<file path="src/hw/rtl/gpe_pkg.sv">
// Shared constants for the gait phase estimator.
`default_nettype none

package gpe_pkg;

    localparam int PRESS_W     = 16;
    localparam int TIME_W      = 32;
    localparam int PHASE_W     = 15;
    localparam int S_TDATA_W   = 48;
    localparam int M_TDATA_W   = 56;
    localparam int CFG_DATA_W  = 16;
    localparam int CFG_INDEX_W = 1;

    localparam logic [CFG_INDEX_W-1:0] REG_LOWER_THR = 1'b0;
    localparam logic [CFG_INDEX_W-1:0] REG_UPPER_THR = 1'b1;

    localparam logic [PRESS_W-1:0] LOWER_THR_RST = 16'd19661;
    localparam logic [PRESS_W-1:0] UPPER_THR_RST = 16'd32768;

    localparam logic [PHASE_W-1:0] PHASE_FULL = 15'd25600;

    // 25600 = 25 * 2^10: scale by 25, then 5 integer and 10 fraction quotient bits
    localparam int PHASE_SCALE = 25;
    localparam int SCALE_W     = 5;
    localparam int DIV_STEPS   = PHASE_W;
    localparam int CNT_W       = $clog2(DIV_STEPS);
    localparam int REM_W       = TIME_W + SCALE_W;

endpackage

`default_nettype wire

</file>
<file path="src/hw/rtl/gait_phase_estimator.sv">
// Gait phase estimator: hysteresis contact detector, strike timing and serial phase divider.
//
// Input items arrive on the s_ stream: tdata holds pressure (bits 15:0, unsigned 0.16)
// and time_ms (bits 47:16). Each accepted item yields one result item on the m_ stream:
// phase (14:0, percent with 8 fraction bits), contact (15), strike (16) and
// step_period_ms (48:17). Thresholds are written through cfg_wr_en / cfg_index /
// cfg_wdata; the user must write them only while the block is idle, which the block
// itself does not enforce. Index 0 is the release level, index 1 the strike level.
// The accepting edge registers the contact decision and elapsed time; the LOAD state
// scales by 25, a radix-2 restoring divider in the DIV state produces the 15 phase bits
// one quotient bit at a time, and the DONE state loads the output register and raises
// m_tvalid. Saturated cases skip the divider and go from LOAD straight to DONE.
// s_tready is high only while no item is in work. A finished result waits in the
// output register while the receiver stalls; the next item is still accepted, and its
// result is held back until the register frees.
// Reset (synchronous, active low) restores the default thresholds, clears contact,
// strike time and step period, and empties the output register.
`default_nettype none

module gait_phase_estimator (
    input  wire logic                             aclk,
    input  wire logic                             aresetn,
    input  wire logic                             s_tvalid,
    output logic                                  s_tready,
    input  wire logic [gpe_pkg::S_TDATA_W-1:0]    s_tdata,   // pressure, time_ms
    output logic                                  m_tvalid,
    input  wire logic                             m_tready,
    output logic [gpe_pkg::M_TDATA_W-1:0]         m_tdata,   // phase, contact, strike, step_period_ms
    input  wire logic                             cfg_wr_en,
    input  wire logic [gpe_pkg::CFG_INDEX_W-1:0]  cfg_index,
    input  wire logic [gpe_pkg::CFG_DATA_W-1:0]   cfg_wdata
);
    import gpe_pkg::*;

    localparam logic [1:0] ST_IDLE = 2'd0;
    localparam logic [1:0] ST_LOAD = 2'd1;
    localparam logic [1:0] ST_DIV  = 2'd2;
    localparam logic [1:0] ST_DONE = 2'd3;

    logic [1:0]           state_reg, state_next;
    logic [PRESS_W-1:0]   lower_thr_reg, lower_thr_next;
    logic [PRESS_W-1:0]   upper_thr_reg, upper_thr_next;
    logic                 in_contact_reg, in_contact_next;
    logic [TIME_W-1:0]    strike_time_reg, strike_time_next;
    logic [TIME_W-1:0]    step_period_reg, step_period_next;
    logic [TIME_W-1:0]    elapsed_reg, elapsed_next;
    logic                 strike_reg, strike_next;
    logic [REM_W-1:0]     rem_reg, rem_next;
    logic [PHASE_W-1:0]   quo_reg, quo_next;
    logic [CNT_W-1:0]     cnt_reg, cnt_next;
    logic                 m_tvalid_reg, m_tvalid_next;
    logic [M_TDATA_W-1:0] m_tdata_reg, m_tdata_next;

    logic [PRESS_W-1:0]   pressure;
    logic [TIME_W-1:0]    now;
    logic                 contact_c;
    logic                 strike_c;
    logic                 accept;
    logic [REM_W-1:0]     scaled;
    logic [REM_W:0]       rem_dbl;
    logic [REM_W:0]       div_sh;
    logic [REM_W:0]       rem_sub;
    logic                 rem_ge;

    assign pressure = s_tdata[PRESS_W-1:0];
    assign now      = s_tdata[PRESS_W +: TIME_W];
    assign accept   = s_tvalid && s_tready;

    assign contact_c = in_contact_reg ? (pressure > lower_thr_reg) : (pressure > upper_thr_reg);
    assign strike_c  = contact_c && !in_contact_reg;

    assign scaled  = REM_W'(elapsed_reg) * REM_W'(PHASE_SCALE);
    assign rem_dbl = {rem_reg, 1'b0};
    assign div_sh  = {1'b0, step_period_reg, SCALE_W'(0)};
    assign rem_ge  = rem_dbl >= div_sh;
    assign rem_sub = rem_dbl - div_sh;

    assign s_tready = (state_reg == ST_IDLE);
    assign m_tvalid = m_tvalid_reg;
    assign m_tdata  = m_tdata_reg;

    always_comb begin
        state_next       = state_reg;
        lower_thr_next   = lower_thr_reg;
        upper_thr_next   = upper_thr_reg;
        in_contact_next  = in_contact_reg;
        strike_time_next = strike_time_reg;
        step_period_next = step_period_reg;
        elapsed_next     = elapsed_reg;
        strike_next      = strike_reg;
        rem_next         = rem_reg;
        quo_next         = quo_reg;
        cnt_next         = cnt_reg;
        m_tvalid_next    = m_tvalid_reg;
        m_tdata_next     = m_tdata_reg;

        if (cfg_wr_en) begin
            case (cfg_index)
                REG_LOWER_THR: lower_thr_next = cfg_wdata;
                REG_UPPER_THR: upper_thr_next = cfg_wdata;
                default: ;
            endcase
        end

        if (m_tvalid_reg && m_tready) begin
            m_tvalid_next = 1'b0;
        end

        case (state_reg)
            ST_IDLE: begin
                if (accept) begin
                    in_contact_next = contact_c;
                    strike_next     = strike_c;
                    if (strike_c) begin
                        step_period_next = now - strike_time_reg;
                        strike_time_next = now;
                        elapsed_next     = '0;
                    end else begin
                        elapsed_next     = now - strike_time_reg;
                    end
                    state_next = ST_LOAD;
                end
            end
            ST_LOAD: begin
                if (step_period_reg == '0 || elapsed_reg >= step_period_reg) begin
                    quo_next   = PHASE_FULL;
                    state_next = ST_DONE;
                end else begin
                    rem_next   = scaled;
                    quo_next   = '0;
                    cnt_next   = CNT_W'(DIV_STEPS - 1);
                    state_next = ST_DIV;
                end
            end
            ST_DIV: begin
                rem_next = rem_ge ? rem_sub[REM_W-1:0] : rem_dbl[REM_W-1:0];
                quo_next = {quo_reg[PHASE_W-2:0], rem_ge};
                if (cnt_reg == '0) begin
                    state_next = ST_DONE;
                end else begin
                    cnt_next = cnt_reg - 1'b1;
                end
            end
            ST_DONE: begin
                if (!m_tvalid_reg || m_tready) begin
                    m_tvalid_next = 1'b1;
                    m_tdata_next  = {(M_TDATA_W - PHASE_W - 2 - TIME_W)'(0), step_period_reg,
                                     strike_reg, in_contact_reg, quo_reg};
                    state_next    = ST_IDLE;
                end
            end
            default: state_next = ST_IDLE;
        endcase
    end

    always_ff @(posedge aclk) begin
        if (!aresetn) begin
            state_reg       <= ST_IDLE;
            lower_thr_reg   <= LOWER_THR_RST;
            upper_thr_reg   <= UPPER_THR_RST;
            in_contact_reg  <= 1'b0;
            strike_time_reg <= '0;
            step_period_reg <= '0;
            m_tvalid_reg    <= 1'b0;
        end else begin
            state_reg       <= state_next;
            lower_thr_reg   <= lower_thr_next;
            upper_thr_reg   <= upper_thr_next;
            in_contact_reg  <= in_contact_next;
            strike_time_reg <= strike_time_next;
            step_period_reg <= step_period_next;
            m_tvalid_reg    <= m_tvalid_next;
        end
    end

    always_ff @(posedge aclk) begin
        elapsed_reg <= elapsed_next;
        strike_reg  <= strike_next;
        rem_reg     <= rem_next;
        quo_reg     <= quo_next;
        cnt_reg     <= cnt_next;
        m_tdata_reg <= m_tdata_next;
    end

`ifndef ASSERT_OFF
    a_phase_range: assert property (@(posedge aclk) disable iff (!aresetn)
        m_tvalid |-> (m_tdata[PHASE_W-1:0] <= PHASE_FULL))
        else $error("phase beyond full scale");

    a_strike_in_contact: assert property (@(posedge aclk) disable iff (!aresetn)
        m_tvalid |-> (!m_tdata[PHASE_W+1] || m_tdata[PHASE_W]))
        else $error("strike without contact");

    a_one_in_work: assert property (@(posedge aclk) disable iff (!aresetn)
        (s_tvalid && s_tready) |=> !s_tready)
        else $error("item accepted while another in work");

    a_rem_bound: assert property (@(posedge aclk) disable iff (!aresetn)
        (state_reg == ST_DIV) |-> ({1'b0, rem_reg} < div_sh))
        else $error("divider remainder out of range");

    a_strike_resets_elapsed: assert property (@(posedge aclk) disable iff (!aresetn)
        (state_reg == ST_LOAD && strike_reg) |-> (elapsed_reg == '0))
        else $error("elapsed time not cleared on strike");
`endif

endmodule

`default_nettype wire
</file>
<file path="config.mk">
export PLATFORM = sky130hd
export DESIGN_NAME = gait_phase_estimator
export DESIGN_NICKNAME = d
export VERILOG_FILES = /design/src/hw/rtl/gpe_pkg.sv /design/src/hw/rtl/gait_phase_estimator.sv
export SDC_FILE = /design/constraint.sdc
export NUM_CORES = 1
export LEC_CHECK = 0
export ABC_AREA = 1
export BUFFER_PORTS_ARGS = -buffer_cell sky130_fd_sc_hd__buf_2
export CORE_ASPECT_RATIO = 0.6
export CORE_MARGIN = 5
export CORE_UTILIZATION = 55
export CTS_BUF_LIST = sky130_fd_sc_hd__clkbuf_2 sky130_fd_sc_hd__clkbuf_4 sky130_fd_sc_hd__clkbuf_8
export DETAILED_ROUTE_END_ITERATION = 8
export PLACE_DENSITY = 0.74
export SETUP_SLACK_MARGIN = 0.3
export SLEW_MARGIN = 15
export SYNTH_ARGS = -nofsm -noshare
export SYNTH_HDL_FRONTEND = slang
export SYNTH_SLANG_ARGS = --single-unit
</file>
<file path="constraint.sdc">
create_clock -name aclk -period 3.97 [get_ports aclk]
set_input_delay 0 -clock aclk [delete_from_list [all_inputs] [get_ports aclk]]
set_output_delay 0 -clock aclk [all_outputs]
set_load 0.01 [all_outputs]
</file>
# Word-level counts from Yosys, hierarchy flattened
# Index checks and enable logic that the tools add are counted.
# word_totals
regBits	238
output_inout_bits	58
# op_classes
bitwise_logic	1
n_eq_ne	8
n_mul	1
muxes	17
n_reduce_logical	19
order_cmp	4
add_sub_neg	3
# ops
operator	n
2-to-1 mux 37 bit	2
one-hot mux 37 bit (2 select lines)	1
greater-or-equal comparator 38 x 37 -> 1 bit	1
multiplier 32 x 5 -> 37 bit, second input constant	1
subtractor 37 bit	1
greater-or-equal comparator 32 bit	1
greater-than comparator 16 bit	2
zero test 32 bit	1
subtractor 32 bit	1
one-hot mux 15 bit (2 select lines)	1
2-to-1 mux 15 bit	1
AND reduction 2 bit	5
AND reduction 3 bit	3
2-to-1 mux 4 bit	2
!= test 2 bit, second input constant	4
one-hot mux 2 bit (4 select lines)	1
one-hot mux 4 bit (2 select lines)	1
2-to-1 mux 2 bit	3
2-to-1 mux 1 bit	5
== test 2 bit, second input constant	2
zero test 4 bit	1
subtractor 4 x 1 -> 4 bit, second input constant	1
logical AND 1 bit	3
== test 2 x 1 -> 1 bit, second input constant	1
6 further kinds	8

# Logic depth before layout (Yosys ltp)
# depth
word_depth	4
depth_mapped	18

# Least setup slack after synthesis
# OpenSTA, ideal clock, no wires.
# synth_path
path_type	register -> register
start	reg state_reg[0]
end	reg m_tdata_reg[0] (netlist: m_tdata[0]) (enable)
setup_slack_ns	0.530
arrival_time_ns	2.968
stages_incl_launch_ff	4
setup_time_ns	0.472
required_ns	3.498
period_less_slack_ns	3.440
n_path_buf	0
cell_sequence	dfxtp_1 ha_1 inv_1 a21oi_1
# synth_between
elab_chain_cells	2
# synth_rtl
item	line	text
start, declared	gait_phase_estimator.sv:40	logic [1:0] state_reg, state_next;
start signal, assigned	gait_phase_estimator.sv:166	state_reg <= state_next;
== test 2 bit	gait_phase_estimator.sv:109	case (state_reg)
AND reduction 2 bit (no line)	-	
end signal, assigned	gait_phase_estimator.sv:182	m_tdata_reg <= m_tdata_next;
end, declared	gait_phase_estimator.sv:52	logic [M_TDATA_W-1:0] m_tdata_reg, m_tdata_next;
# No other way between the ends.
# A chain may end at the register's enable or synchronous reset.

# Final worst setup path
# layout_path
start	reg elapsed_reg[5]
end	reg rem_reg[30], data pin
# layout_between
elab_chain_cells	3
# layout_rtl
item	line	text
start, declared	gait_phase_estimator.sv:46	logic [TIME_W-1:0] elapsed_reg, elapsed_next;
start signal, assigned	gait_phase_estimator.sv:177	elapsed_reg <= elapsed_next;
multiplier 32 x 5 -> 37 bit	gait_phase_estimator.sv:72	assign scaled = REM_W'(elapsed_reg) * REM_W'(PHASE_SCALE);
2-to-1 mux 37 bit	gait_phase_estimator.sv:125	if (step_period_reg == '0 || elapsed_reg >= step_period_reg) begin
one-hot mux 37 bit (2 select lines)	gait_phase_estimator.sv:109	
via rem_next[30]	gait_phase_estimator.sv:48	logic [REM_W-1:0] rem_reg, rem_next;
end signal, assigned	gait_phase_estimator.sv:179	rem_reg <= rem_next;
end, declared	gait_phase_estimator.sv:48	
# The timed path passes the listed nets, and every way through them passes these cells. The select of a mux whose other input is x is not followed.

==> reports/results.txt <==
Max Cap Viol = 0
Slew HR = 0.303
post-synth top area share = 0.226
P_sw = 10,400 uW
Setup crit end = rem_reg[30]
clk root buf = clkbuf_8
most common cell in the netlist = nand2_1
Tmin final = 3600 ps
DRT iter0 DRCs = 1,876
syn_area_per_cell = 7.59 um2
Die Area = 37,300 um2
Sum Neg Setup Slack = 0 ps
Post-synth top flop = edfxtp_1
Synth area leader = edfxtp_1
CP Launch Type = flop
vias = 17,293
Worst EP required = 4290 ps
Die X = 246 um
Worst Skew = 36.7 ps
Flop pwr share = 0.209
Initial Utilization = 0.562
CTS max path bufs = 3
antenna diode count = 0
Least-Margin Pin Slew = 1040 ps
share of cells above drive strength 1 = 0.101
Synth area leaders = edfxtp_1 (23%), ha_1 (16%), dfxtp_1 (11%), nand2_1 (9.9%), inv_1 (7.9%)
FF-to-FF path depth = 17
crit path launch = elapsed_reg[5]
register area = 6150 um2
CTS Buf Count = 38
min-delay src = s_tdata[2]
per-cell routed wire length = 17.7 um
internal power = 9640 uW
Detail Placement HPWL = 42,800 um
vias per cell = 5.56
flop-to-flop setup slack = 370 ps
Mapped Area = 18,400 um2
# nets final = 2,963
final hold violations = 0
number of global-route vias before repair = 16,395
Peak supply drop = 0.689 mV
# H-tree levels = 2
WHS = 118 ps
r2r endpoint = rem_reg[30]
Leakage = 0.00991 uW
largest net degree at the start of global routing = 64
Die H = 152 um
Tot GR Track Use = 0.295
number of synthesized register bits = 238
final setup fails = 0
clk slew on worst S/H paths = 70 ps
ys async rst share = 0
Layout area overhead = 15.2%
Worst setup EP type = flop
Core Region = 32,700 um2
clk_lat worst skew = 590 ps
status = finished, final reports clean
Synth Instances = 2,419
fin area = 21,200 um2
Remaining Overflow, GRT = 0
Seq/Total Area, Yosys = 0.335
share of total power in combinational logic = 0.681
IO buf count = 120
Worst Path Arrival = 3920 ps
Worst Hold Class = in -> reg
Yosys Warn Count = 0
Post-synth EDFFs = 138
Ports = 128
maximum clock rate = 278 MHz
Final Util = 0.648
Clock power frac = 0.111
Multi-input gate area = 10,700 um2
max FFs per register = 49
P per Cell Area = 946 nW/um2
total wire length = 55,100 um
first-pass GRT wire length = 87,600 um
Post-Place Cell Area = 19,400 um2
CTS sink count = 238
Distinct cells, synth = 41
residual DRC count = 0
Net Sw Frac = 0.519
GP Congestion = 0.972
Final period util = 0.907
Rows = 51
Post-synth top cells = nand2_1 (482), inv_1 (385), nor2_1 (238)
initial antenna violation count = 0
drt first pass iters = 6
Detail Route Antenna Nets = 0
launching point of the worst reg2reg path = elapsed_reg[5]
worst-path fanout max = 5
RSZ-0062 raised after global routing = yes
final slew viol count = 0
CP Class = reg -> reg
Fillers = 2,815
CTS tree = built
-- cells in the final DEF (no fill, tap or decap), types with 17 or more instances in the layout --
cell,count
nand2_1,476
inv_1,384
nor2_1,234
ha_1,229
a21oi_1,218
o21ai_0,145
nand3_1,140
edfxtp_1,138
buf_2,120
dfxtp_1,100
dlygate4sd3_1,79
nand3b_1,40
clkbuf_8,39
fa_1,29
xor2_1,26
buf_4,26
nor3_1,21
nand4_1,19
a21o_1,17
xnor2_1,17
-- cell type report --
cell class / instances / area share
Tap cell: 450 / 0.0266
Sequential cell: 238 / 0.290
Clock inverter: 19 / 0.00680
Inverter: 387 / 0.0687
Clock buffer: 50 / 0.0293
Timing Repair Buffer: 225 / 0.0749
Multi-Input combinational cell: 1742 / 0.503
-- critical path, cell delays in order (launching register included) --
cell	delay, ps
edfxtp_1	460
ha_1	330
ha_1	290
inv_1	50
fa_1	500
inv_1	50
ha_1	360
inv_1	70
o21bai_1	280
a21oi_4	60
inv_1	120
nand2_1	70
nand3_1	130
nand4_1	260
nand3_1	150
nand2_1	60
nand3_1	70
nand2_1	60
-- worst min path at each step --
stage                       endpoint  slack (ps)  depth (start not counted)
floorplan           lower_thr_reg[0]         130                          2
global placement    lower_thr_reg[7]         230                          3
detailed placement  lower_thr_reg[7]         240                          3
CTS                   in_contact_reg         140                          7
global route          in_contact_reg         170                          7
finish                in_contact_reg         120                          7
-- metrics by stage --
step,power (uW),cells,setup slack (ps)
detailed placement,16800,2955,187
global placement,16500,2955,223
CTS,19100,3103,303
global route,21800,3111,219
finish,20000,3111,368
floorplan,13300,2425,530
-- power groups by stage --
stage | registers (uW) | clock network [uW] | logic, uW
2_1_floorplan | 4120 | 0 | 9220
3_3_place_gp | 4200 | 0 | 12300
3_5_place_dp | 4220 | 0 | 12600
4_1_cts | 4180 | 2240 | 12700
5_1_grt | 4250 | 2360 | 15200
6_report | 4180 | 2220 | 13600
-- kinds of logic after synthesis --
group,share of synthesized area
compound gates,0.132
xor+xnor,0.0205
fa+ha+maj,0.190
buf+inv,0.0960
flops,0.335
other cells,0.000204
simple gates,0.227
-- layer usage --
metal	up-vias	part of all wire	global-route usage
met2	802	0.39	0.425
met5	-	0	0
met4	0	0.024	0.0747
li1	8423	-	-
met1	7972	0.47	0.438
met3	96	0.11	0.0796
-- what timing repair did --
action                     CTS  global route
hold endpoints to repair   103             0
resized for setup            2            44
pin swaps                    0             6
setup buffers                0             8
setup endpoints to repair    5            20
hold buffers                79             0
(Power assumes the default switching activity.)
